**config.mk**
```make
export PLATFORM = sky130hd
export DESIGN_NAME = unsigned_and_pointer_to_ascii
export DESIGN_NICKNAME = d
export VERILOG_FILES = /design/src/hdl/uptoa_pkg.sv /design/src/hdl/unsigned_and_pointer_to_ascii.sv /design/src/hdl/uptoa_dabble.sv
export VERILOG_INCLUDE_DIRS = /design/src /design/src/hdl
export SDC_FILE = /design/constraint.sdc
export NUM_CORES = 1
export LEC_CHECK = 0
export ABC_AREA = 1
export BUFFER_PORTS_ARGS = -buffer_cell sky130_fd_sc_hd__buf_2
export CORE_UTILIZATION = 40
export CTS_CLUSTER_SIZE = 12
export DETAILED_ROUTE_END_ITERATION = 16
export GPL_TIMING_DRIVEN = 1
export REMOVE_ABC_BUFFERS = 1
export SETUP_SLACK_MARGIN = 0.5
export SKIP_CTS_REPAIR_TIMING = 1
export SLEW_MARGIN = 20
export SYNTH_ARGS = -nofsm -noshare
export SYNTH_HDL_FRONTEND = slang
export SYNTH_SLANG_ARGS = --single-unit
```
**constraint.sdc**
```tcl
create_clock -name clk -period 4 [get_ports clk]
set_clock_uncertainty 0.15 [all_clocks]
set_input_delay 0.4 -clock clk [delete_from_list [all_inputs] [get_ports clk]]
set_output_delay 0.4 -clock clk [all_outputs]
set_load 0.005 [all_outputs]
```
**src/hdl/unsigned_and_pointer_to_ascii_assert.svh**
```systemverilog
// Assertion macros for the binary to ASCII formatter.
// Included by the modules that check their own control logic.
`ifndef UNSIGNED_AND_POINTER_TO_ASCII_ASSERT_SVH
`define UNSIGNED_AND_POINTER_TO_ASCII_ASSERT_SVH

// Same-cycle implication, disabled while reset is low.
`define UPTOA_ASSERT_IMP(name, clk_s, rst_s, ante, cons) \
  name: assert property (@(posedge clk_s) disable iff (!rst_s) (ante) |-> (cons)) \
    else $error("uptoa assertion failed");

// Next-cycle implication, disabled while reset is low.
`define UPTOA_ASSERT_NXT(name, clk_s, rst_s, ante, cons) \
  name: assert property (@(posedge clk_s) disable iff (!rst_s) (ante) |=> (cons)) \
    else $error("uptoa assertion failed");

`endif

```
**src/hdl/uptoa_pkg.sv**
```systemverilog
// Package for the binary to ASCII formatter: payload types, sequencer states,
// character constants and lookup functions. No dependencies.
`default_nettype none

package uptoa_pkg;

  localparam int unsigned VALUE_W  = 64;
  localparam int unsigned DEC_BITS = 32;
  localparam int unsigned BCD_DIGS = 10;
  localparam int unsigned BCD_W    = 4 * BCD_DIGS;
  localparam int unsigned HEX_DIGS = VALUE_W / 4;
  localparam int unsigned DAB_CNT_W = $clog2(DEC_BITS + 1);
  localparam int unsigned NDIG_W    = $clog2(HEX_DIGS + 1);

  localparam logic ACT_DEC = 1'b0;
  localparam logic ACT_PTR = 1'b1;

  localparam logic [7:0] CH_ZERO = 8'h30;
  localparam logic [7:0] CH_X    = 8'h78;

  localparam logic [2:0] NIL_LAST_IDX = 3'd4;

  typedef struct packed {
    logic                action;
    logic [VALUE_W-1:0]  value;
  } in_req_t;

  typedef struct packed {
    logic [7:0] char_out;
    logic       last;
  } out_res_t;

  typedef enum logic [2:0] {
    ST_IDLE,
    ST_DAB,
    ST_SKIP,
    ST_PFX0,
    ST_PFX1,
    ST_EMIT,
    ST_NIL
  } state_t;

  // Digit to lowercase hex character ("0123456789abcdef").
  function automatic logic [7:0] hex_char(input logic [3:0] nib);
    logic [7:0] c;
    if (nib < 4'd10) begin
      c = CH_ZERO + {4'b0, nib};
    end else begin
      c = 8'h57 + {4'b0, nib};
    end
    return c;
  endfunction

  // Characters of "(nil)".
  function automatic logic [7:0] nil_char(input logic [2:0] idx);
    logic [7:0] c;
    case (idx)
      3'd0:    c = 8'h28;
      3'd1:    c = 8'h6e;
      3'd2:    c = 8'h69;
      3'd3:    c = 8'h6c;
      3'd4:    c = 8'h29;
      default: c = 8'h3f;
    endcase
    return c;
  endfunction

endpackage

`default_nettype wire

```
**src/hdl/unsigned_and_pointer_to_ascii.sv**
```systemverilog
// Top level of the binary to ASCII formatter (decimal and hex pointer text).
// Depends on uptoa_pkg, uptoa_dabble and the assertion macro header.
//
//   channel | handshake          | payload                   | direction
//   --------+--------------------+---------------------------+----------
//   request | start / busy       | in_req  (action, value)   | in
//   result  | out_valid (strobe) | out_res (char_out, last)  | out
//
// A request is taken when start is high and busy is low; busy stays high
// until the last character of that request has been issued.
// Decimal: the dabble unit runs 32 shifts, one bit per cycle, then raises
// done; then come leading-zero skips and characters, which add up to ten.
// Pointer: skips, then "0x", then digits; skips and digits add up to 16.
// A zero pointer gives "(nil)" instead. The skip shifts the digits one
// nibble per cycle.
// Reset is synchronous and clears the sequencer; results cannot be stalled.
`default_nettype none
`include "unsigned_and_pointer_to_ascii_assert.svh"

module unsigned_and_pointer_to_ascii (
  input  wire logic               clk,
  input  wire logic               rst_n,
  input  wire logic               start,
  output logic                    busy,
  input  wire uptoa_pkg::in_req_t in_req,
  output logic                    out_valid,
  output uptoa_pkg::out_res_t     out_res
);

  localparam int unsigned DW = uptoa_pkg::VALUE_W;

  uptoa_pkg::state_t               state_r, state_nxt;
  logic [DW-1:0]                   digits_r, digits_nxt;
  logic [uptoa_pkg::NDIG_W-1:0]    ndig_r, ndig_nxt;
  logic                            hex_r, hex_nxt;
  logic                            out_valid_r, out_valid_nxt;
  uptoa_pkg::out_res_t             out_res_r, out_res_nxt;

  logic                            dab_go;
  logic                            dab_done;
  logic [uptoa_pkg::BCD_W-1:0]     dab_bcd;
  logic                            top_zero;

  uptoa_dabble u_dabble (
    .clk   (clk),
    .rst_n (rst_n),
    .go    (dab_go),
    .bin   (in_req.value[uptoa_pkg::DEC_BITS-1:0]),
    .done  (dab_done),
    .bcd   (dab_bcd)
  );

  assign top_zero = (digits_r[DW-1 -: 4] == 4'd0);

  always_comb begin
    state_nxt     = state_r;
    digits_nxt    = digits_r;
    ndig_nxt      = ndig_r;
    hex_nxt       = hex_r;
    out_valid_nxt = 1'b0;
    out_res_nxt   = out_res_r;
    dab_go        = 1'b0;

    case (state_r)
      uptoa_pkg::ST_IDLE: begin
        // Take a request; pointer zero goes straight to "(nil)".
        if (start) begin
          if (in_req.action == uptoa_pkg::ACT_PTR) begin
            hex_nxt = 1'b1;
            if (in_req.value == '0) begin
              ndig_nxt  = '0;
              state_nxt = uptoa_pkg::ST_NIL;
            end else begin
              digits_nxt = in_req.value;
              ndig_nxt   = uptoa_pkg::NDIG_W'(uptoa_pkg::HEX_DIGS);
              state_nxt  = uptoa_pkg::ST_SKIP;
            end
          end else begin
            hex_nxt   = 1'b0;
            dab_go    = 1'b1;
            state_nxt = uptoa_pkg::ST_DAB;
          end
        end
      end

      uptoa_pkg::ST_DAB: begin
        // Wait for BCD; left-align the ten decimal digits.
        if (dab_done) begin
          digits_nxt = {dab_bcd, {(DW - uptoa_pkg::BCD_W){1'b0}}};
          ndig_nxt   = uptoa_pkg::NDIG_W'(uptoa_pkg::BCD_DIGS);
          state_nxt  = uptoa_pkg::ST_SKIP;
        end
      end

      uptoa_pkg::ST_SKIP: begin
        // Drop leading zero digits, keeping at least one.
        if (top_zero && ndig_r > uptoa_pkg::NDIG_W'(1)) begin
          digits_nxt = {digits_r[DW-5:0], 4'd0};
          ndig_nxt   = ndig_r - 1'b1;
        end else if (hex_r) begin
          state_nxt = uptoa_pkg::ST_PFX0;
        end else begin
          state_nxt = uptoa_pkg::ST_EMIT;
        end
      end

      uptoa_pkg::ST_PFX0: begin
        out_valid_nxt        = 1'b1;
        out_res_nxt.char_out = uptoa_pkg::CH_ZERO;
        out_res_nxt.last     = 1'b0;
        state_nxt            = uptoa_pkg::ST_PFX1;
      end

      uptoa_pkg::ST_PFX1: begin
        out_valid_nxt        = 1'b1;
        out_res_nxt.char_out = uptoa_pkg::CH_X;
        out_res_nxt.last     = 1'b0;
        state_nxt            = uptoa_pkg::ST_EMIT;
      end

      uptoa_pkg::ST_EMIT: begin
        // Issue the top digit and advance to the next one.
        out_valid_nxt        = 1'b1;
        out_res_nxt.char_out = uptoa_pkg::hex_char(digits_r[DW-1 -: 4]);
        out_res_nxt.last     = (ndig_r == uptoa_pkg::NDIG_W'(1));
        digits_nxt           = {digits_r[DW-5:0], 4'd0};
        ndig_nxt             = ndig_r - 1'b1;
        if (ndig_r == uptoa_pkg::NDIG_W'(1)) begin
          state_nxt = uptoa_pkg::ST_IDLE;
        end
      end

      uptoa_pkg::ST_NIL: begin
        out_valid_nxt        = 1'b1;
        out_res_nxt.char_out = uptoa_pkg::nil_char(ndig_r[2:0]);
        out_res_nxt.last     = (ndig_r[2:0] == uptoa_pkg::NIL_LAST_IDX);
        ndig_nxt             = ndig_r + 1'b1;
        if (ndig_r[2:0] == uptoa_pkg::NIL_LAST_IDX) begin
          state_nxt = uptoa_pkg::ST_IDLE;
        end
      end

      default: begin
        state_nxt = uptoa_pkg::ST_IDLE;
      end
    endcase
  end

  always_ff @(posedge clk) begin
    if (!rst_n) begin
      state_r     <= uptoa_pkg::ST_IDLE;
      out_valid_r <= 1'b0;
    end else begin
      state_r     <= state_nxt;
      out_valid_r <= out_valid_nxt;
    end
    digits_r  <= digits_nxt;
    ndig_r    <= ndig_nxt;
    hex_r     <= hex_nxt;
    out_res_r <= out_res_nxt;
  end

  assign busy      = (state_r != uptoa_pkg::ST_IDLE);
  assign out_valid = out_valid_r;
  assign out_res   = out_res_r;

  `UPTOA_ASSERT_NXT(a_accept_quiet, clk, rst_n, start && !busy, !out_valid)
  `UPTOA_ASSERT_IMP(a_last_frees, clk, rst_n, out_valid && out_res.last, !busy)
  `UPTOA_ASSERT_IMP(a_done_in_dab, clk, rst_n, dab_done, state_r == uptoa_pkg::ST_DAB)
  `UPTOA_ASSERT_IMP(a_skip_ndig, clk, rst_n, state_r == uptoa_pkg::ST_SKIP, ndig_r != '0)

endmodule

`default_nettype wire

```
**src/hdl/uptoa_dabble.sv**
```systemverilog
// Iterative binary to BCD converter (double dabble, one bit per cycle).
// Depends on uptoa_pkg and the assertion macro header.
`default_nettype none
`include "unsigned_and_pointer_to_ascii_assert.svh"

module uptoa_dabble (
  input  wire logic                          clk,
  input  wire logic                          rst_n,
  input  wire logic                          go,
  input  wire logic [uptoa_pkg::DEC_BITS-1:0] bin,
  output logic                               done,
  output logic [uptoa_pkg::BCD_W-1:0]        bcd
);

  logic [uptoa_pkg::DEC_BITS-1:0]  bin_r, bin_nxt;
  logic [uptoa_pkg::BCD_W-1:0]     bcd_r, bcd_nxt;
  logic [uptoa_pkg::DAB_CNT_W-1:0] cnt_r, cnt_nxt;
  logic                            run_r, run_nxt;
  logic                            done_r, done_nxt;
  logic [uptoa_pkg::BCD_W-1:0]     adj;

  // Add three to every BCD digit of five or more before the shift.
  always_comb begin
    for (int i = 0; i < uptoa_pkg::BCD_DIGS; i++) begin
      if (bcd_r[4*i +: 4] >= 4'd5) begin
        adj[4*i +: 4] = bcd_r[4*i +: 4] + 4'd3;
      end else begin
        adj[4*i +: 4] = bcd_r[4*i +: 4];
      end
    end
  end

  always_comb begin
    bin_nxt  = bin_r;
    bcd_nxt  = bcd_r;
    cnt_nxt  = cnt_r;
    run_nxt  = run_r;
    done_nxt = 1'b0;
    if (go) begin
      bin_nxt = bin;
      bcd_nxt = '0;
      cnt_nxt = uptoa_pkg::DAB_CNT_W'(uptoa_pkg::DEC_BITS);
      run_nxt = 1'b1;
    end else if (run_r) begin
      bcd_nxt = {adj[uptoa_pkg::BCD_W-2:0], bin_r[uptoa_pkg::DEC_BITS-1]};
      bin_nxt = {bin_r[uptoa_pkg::DEC_BITS-2:0], 1'b0};
      cnt_nxt = cnt_r - 1'b1;
      if (cnt_r == uptoa_pkg::DAB_CNT_W'(1)) begin
        run_nxt  = 1'b0;
        done_nxt = 1'b1;
      end
    end
  end

  always_ff @(posedge clk) begin
    if (!rst_n) begin
      cnt_r  <= '0;
      run_r  <= 1'b0;
      done_r <= 1'b0;
    end else begin
      cnt_r  <= cnt_nxt;
      run_r  <= run_nxt;
      done_r <= done_nxt;
    end
    bin_r <= bin_nxt;
    bcd_r <= bcd_nxt;
  end

  assign done = done_r;
  assign bcd  = bcd_r;

  `UPTOA_ASSERT_NXT(a_go_runs, clk, rst_n, go, run_r)
  `UPTOA_ASSERT_IMP(a_done_idle, clk, rst_n, done_r, !run_r)
  `UPTOA_ASSERT_IMP(a_run_cnt, clk, rst_n, run_r, cnt_r != '0)

endmodule

`default_nettype wire
```
==> report_table.html <==
<table>
<tr><th>Metric</th><th>Value</th></tr>
<tr><th colspan="2">Setup path</th></tr>
<tr><td>Launch point of the worst reg-to-reg path</td><td>ndig_r[1]$_DFFE_PP_</td></tr>
<tr><td>Maximum net fanout on the critical path</td><td>35</td></tr>
<tr><td>Type of element launching the critical path</td><td>register</td></tr>
<tr><td>Startpoint of the worst setup timing path</td><td>ndig_r[1]$_DFFE_PP_</td></tr>
<tr><td>CP max stage cell</td><td>sky130_fd_sc_hd__buf_4</td></tr>
<tr><td>CP Cell Sequence</td><td>inv_1 -&gt; ha_1 -&gt; nand3_1 -&gt; a31oi_1 -&gt; or2_1 -&gt; nor2_1 -&gt; o21ai_0 -&gt; inv_2 -&gt; buf_4</td></tr>
<tr><td>Type of the setup path with the least slack</td><td>reg -&gt; reg</td></tr>
<tr><td>WP data arrival</td><td>2.93 ns</td></tr>
<tr><td>Top cell family by delay on the critical path</td><td>buffers and inverters</td></tr>
<tr><td>Data required time at the worst endpoint</td><td>3.92 ns</td></tr>
<tr><td>Worst path max stage delay</td><td>0.53 ns</td></tr>
<tr><td>Critical path buffer and inverter count</td><td>3</td></tr>
<tr><td>Critical Path End Type</td><td>register</td></tr>
<tr><th colspan="2">Finish</th></tr>
<tr><td>Filler cell count in the final layout</td><td>1,955</td></tr>
<tr><td>Total Nets Final</td><td>1,077</td></tr>
<tr><td>Area growth from synthesis to layout</td><td>14.5%</td></tr>
<tr><td>Antenna diode count</td><td>0</td></tr>
<tr><td>Fraction of final layout cells with drive strength greater than 1</td><td>14.7%</td></tr>
<tr><td>Final Instance Count excl. Fillers</td><td>1,262</td></tr>
<tr><th colspan="2">STA</th></tr>
<tr><td>Worst-Margin Slew</td><td>1.04 ns</td></tr>
<tr><td>TNS Setup</td><td>0 ns</td></tr>
<tr><td>Fmax</td><td>0.333 GHz</td></tr>
<tr><td>Final number of setup-violating endpoints</td><td>0</td></tr>
<tr><td>Final cycle utilization of the critical path</td><td>75.1%</td></tr>
<tr><td>Unrepaired setup endpoints after global routing</td><td>no</td></tr>
<tr><td>Worst slew slack as a fraction of its limit</td><td>30.4%</td></tr>
<tr><td>Smallest setup slack after layout</td><td>0.997 ns</td></tr>
<tr><td>Count of endpoints failing hold in the final timing report</td><td>0</td></tr>
<tr><td>Max-slew violation count</td><td>0</td></tr>
<tr><td>Crit path time final</td><td>3.00 ns</td></tr>
<tr><th colspan="2">Detailed routing</th></tr>
<tr><td>Via count normalized by instance count</td><td>5.13</td></tr>
<tr><td>Routed wirelength normalized by instance count</td><td>15.7 µm</td></tr>
<tr><td>Via count</td><td>6,473</td></tr>
<tr><td>Number of DRC markers in iteration 0</td><td>391</td></tr>
<tr><td>Total Routed Length</td><td>19.8 mm</td></tr>
<tr><td>Antenna Violating Nets Remaining</td><td>0</td></tr>
<tr><td>Remaining routing DRC violations</td><td>0</td></tr>
<tr><td>Initial DRT Pass Iterations</td><td>4</td></tr>
<tr><th colspan="2">Power</th></tr>
<tr><td>Worst supply voltage drop on vdd</td><td>0.327 mV</td></tr>
<tr><td>Power density normalized to cell area</td><td>717 mW/mm²</td></tr>
<tr><td>Clock power frac</td><td>24.1%</td></tr>
<tr><td>Portion of total power attributed to combinational logic</td><td>32.6%</td></tr>
<tr><td>Power share of the sequential group</td><td>43.3%</td></tr>
<tr><td>Sw Ratio</td><td>37.1%</td></tr>
<tr><td>Static leakage</td><td>3.80 nW</td></tr>
<tr><td>Switching Power</td><td>2.51 mW</td></tr>
<tr><td>Internal power consumption</td><td>4.27 mW</td></tr>
<tr><th colspan="2">Min path</th></tr>
<tr><td>Hold crit path type</td><td>in -&gt; reg</td></tr>
<tr><td>Hold_sp</td><td>in_req[64]</td></tr>
<tr><th colspan="2">Placed design</th></tr>
<tr><td>Post-placement setup slack</td><td>0.998 ns</td></tr>
<tr><td>Final weighted congestion of routability-driven global placement</td><td>0.857</td></tr>
<tr><td>Count of buffers from port buffering</td><td>77</td></tr>
<tr><td>Half-perimeter wire length after placement</td><td>13.4 mm</td></tr>
<tr><td>Cell count after placement</td><td>1,230</td></tr>
<tr><th colspan="2">Clocking</th></tr>
<tr><td>Clock sink count</td><td>162</td></tr>
<tr><td>Clock root buffer</td><td>sky130_fd_sc_hd__clkbuf_16</td></tr>
<tr><td>Number of buffers created by CTS</td><td>17</td></tr>
<tr><td>TritonCTS clock tree</td><td>done</td></tr>
<tr><td>Number of buffers between clock root and the deepest sink</td><td>2</td></tr>
<tr><td>CTS clock-pin slew for the worst setup and hold paths</td><td>0.06 ns</td></tr>
<tr><td>Insertion delay to the later sink of the worst-skew pair</td><td>0.43 ns</td></tr>
<tr><td>H-tree level count</td><td>4</td></tr>
<tr><th colspan="2">Synth</th></tr>
<tr><td>Fraction of synthesis flops using an asynchronous set or reset pin</td><td>0%</td></tr>
<tr><td>Post-synth top area cell</td><td>sky130_fd_sc_hd__edfxtp_1</td></tr>
<tr><td>Post-Synthesis Cells</td><td>912</td></tr>
<tr><td>Syn Std Cell Area</td><td>0.00827 mm²</td></tr>
<tr><td>Post-synth top flop</td><td>sky130_fd_sc_hd__edfxtp_1</td></tr>
<tr><td>Mean area per synthesized cell</td><td>9.07 µm²</td></tr>
<tr><td>Synthesis Warnings</td><td>0</td></tr>
<tr><td>Synth Register Bits</td><td>162</td></tr>
<tr><td>Portion of the post-synthesis area used by sequential elements</td><td>52.5%</td></tr>
<tr><td>Netlist cell types</td><td>43</td></tr>
<tr><td>Number of enable flip-flop cells after synthesis</td><td>110</td></tr>
<tr><td>Dominant cells by area after synthesis</td><td>sky130_fd_sc_hd__edfxtp_1 (40%), sky130_fd_sc_hd__dfxtp_1 (13%), sky130_fd_sc_hd__nand2_1 (7.8%), sky130_fd_sc_hd__inv_1 (5.7%), sky130_fd_sc_hd__o21ai_0 (4.7%)</td></tr>
<tr><td>Area share of the leading cell type in the synthesized netlist</td><td>40.0%</td></tr>
<tr><th colspan="2">Global route</th></tr>
<tr><td>Largest net degree at the start of global routing</td><td>83</td></tr>
<tr><td>Met3 usage</td><td>4.14%</td></tr>
<tr><td>Layer with the highest usage</td><td>met2</td></tr>
<tr><td>Total track usage</td><td>19.2%</td></tr>
<tr><td>Number of global-route vias before repair</td><td>6,213</td></tr>
<tr><td>Wire length of the first global-routing pass</td><td>31.9 mm</td></tr>
<tr><td>Initial antenna violation count</td><td>0</td></tr>
<tr><td>Met2 Resource Use GR</td><td>31.9%</td></tr>
<tr><td>Remaining global-route overflow</td><td>0</td></tr>
<tr><td>GR Layer Usage met1</td><td>25.4%</td></tr>
<tr><th colspan="2">Floorplanning</th></tr>
<tr><td>Number of top-level pins</td><td>79</td></tr>
<tr><td>Area of the core</td><td>0.0202 mm²</td></tr>
<tr><td>Effective utilization at floorplan</td><td>40.9%</td></tr>
<tr><td>Die width</td><td>146 µm</td></tr>
<tr><td>Standard-cell row count</td><td>52</td></tr>
<tr><td>Die Area</td><td>0.0212 mm²</td></tr>
<tr><td>Chip height</td><td>146 µm</td></tr>
<tr><th colspan="2">Run status</th></tr>
<tr><td>Outcome</td><td>finished, final reports clean</td></tr>
<tr><th colspan="2">Run</th></tr>
<tr><td>Reported max-cap violation count</td><td>0</td></tr>
</table>
-- cells in the final DEF (no fill, tap or decap), drive strengths merged, types with 30 or more instances in the layout --
master    n
nor2     73
inv     137
buf      86
ha       30
dfxtp    52
edfxtp  110
nand2   175
o21ai   101
nand3    49
a21oi    34
o211ai   37
-- routing by layer --
metal / vias up / routed length, µm
met1: 3036 / 9140
met4: 0 / 184
met3: 17 / 993
met2: 167 / 9490
met5: - / 0
li1: 3253 / -
-- logic make-up after synthesis --
group / Yosys count / share of synthesized area, %
multiplexers: 1 / 0.121
other: 2 / 0.0908
AO/OA/AOI/OAI: 221 / 16.5
buffers and inverters: 172 / 8.63
AND/OR/NAND/NOR: 306 / 15.7
XOR/XNOR: 18 / 1.91
adder cells (fa/ha/maj): 30 / 4.54
flip-flops: 162 / 52.5
-- through the flow --
stage          hold WS [ns]  utilization, %  cell area (µm²)  power [mW]
6_report             0.0180            46.8             9460        6.78
5_1_grt             0.00758            46.8             9460        7.23
4_1_cts             0.00769            46.8             9460        6.84
3_5_place_dp          0.300            43.9             8880        5.19
3_3_place_gp          0.282            43.9             8880        5.17
2_1_floorplan         0.272               -             8060        4.43
-- flip-flops by register name, summed over array words and instances (netlist names) --
| name | cells |
|---|---|
| out_res | 8 |
| u_dabble.bin_r | 32 |
| u_dabble.cnt_r | 6 |
| u_dabble.bcd | 40 |
| u_dabble.run_r | 1 |
| state_r | 3 |
| ndig_r | 5 |
| hex_r | 1 |
| out_valid | 1 |
| u_dabble.done | 1 |
| digits_r | 64 |
-- cells in the mapped netlist, types with 2 or more instances --
master,count
sky130_fd_sc_hd__o21ai_0,78
sky130_fd_sc_hd__nor2_2,2
sky130_fd_sc_hd__buf_6,4
sky130_fd_sc_hd__o311ai_0,2
sky130_fd_sc_hd__o221ai_1,17
sky130_fd_sc_hd__a32oi_1,9
sky130_fd_sc_hd__buf_4,2
sky130_fd_sc_hd__or2_2,2
sky130_fd_sc_hd__clkbuf_2,2
sky130_fd_sc_hd__buf_1,3
sky130_fd_sc_hd__clkbuf_1,8
sky130_fd_sc_hd__nand2_1,171
sky130_fd_sc_hd__nor3_1,3
sky130_fd_sc_hd__nor2_4,5
sky130_fd_sc_hd__dfxtp_1,52
sky130_fd_sc_hd__nand4_1,2
sky130_fd_sc_hd__buf_2,19
sky130_fd_sc_hd__xor2_1,18
sky130_fd_sc_hd__ha_1,30
sky130_fd_sc_hd__o31ai_1,5
sky130_fd_sc_hd__a21oi_1,34
sky130_fd_sc_hd__nand3_1,48
sky130_fd_sc_hd__o21ai_1,23
sky130_fd_sc_hd__o22ai_1,12
sky130_fd_sc_hd__nor2_1,66
sky130_fd_sc_hd__edfxtp_1,110
sky130_fd_sc_hd__conb_1,2
sky130_fd_sc_hd__inv_1,126
sky130_fd_sc_hd__o211ai_2,4
sky130_fd_sc_hd__inv_2,5
sky130_fd_sc_hd__nand2_2,4
sky130_fd_sc_hd__o211ai_1,33
-- final timing paths --
path                                                      to  slack [ns]  cells after the start
worst max-delay path                  digits_r[25]$_DFFE_PP_         1.0                      9
worst min-delay path                         hex_r$_DFFE_PP_        0.02                      1
worst max register to register        digits_r[25]$_DFFE_PP_         1.0                      9
worst min register to register  u_dabble.bcd[0]$_SDFFE_PP0P_        0.31                      2
-- worst register-to-register path: stages, from the launching register on --
cell	delay (ns)
sky130_fd_sc_hd__edfxtp_1	0.45
sky130_fd_sc_hd__inv_1	0.10
sky130_fd_sc_hd__ha_1	0.20
sky130_fd_sc_hd__nand3_1	0.16
sky130_fd_sc_hd__a31oi_1	0.11
sky130_fd_sc_hd__or2_1	0.23
sky130_fd_sc_hd__nor2_1	0.08
sky130_fd_sc_hd__o21ai_0	0.10
sky130_fd_sc_hd__inv_2	0.50
sky130_fd_sc_hd__buf_4	0.55
-- cell type report --
cell class              instances  area [µm²]  share of cell area (%)
flip-flops and latches        162        4340                    45.9
repair buffers                 86         478                    5.05
inverters                     134         507                    5.36
well taps                     270         338                    3.57
clock buffers                  17         425                    4.50
clock inverters                15         158                    1.67
multi-input cells             578        3210                    34.0
-- power groups by stage --
| stage | combinational, mW | clock, mW | sequential [mW] |
|---|---|---|---|
| after global routing | 2.50 | 1.74 | 2.99 |
| final | 2.21 | 1.64 | 2.93 |
| after floorplan | 1.50 | 0 | 2.93 |
| after global placement | 2.21 | 0 | 2.96 |
| after detailed placement | 2.23 | 0 | 2.96 |
| after CTS | 2.24 | 1.67 | 2.94 |
(Power assumes the default switching activity.)
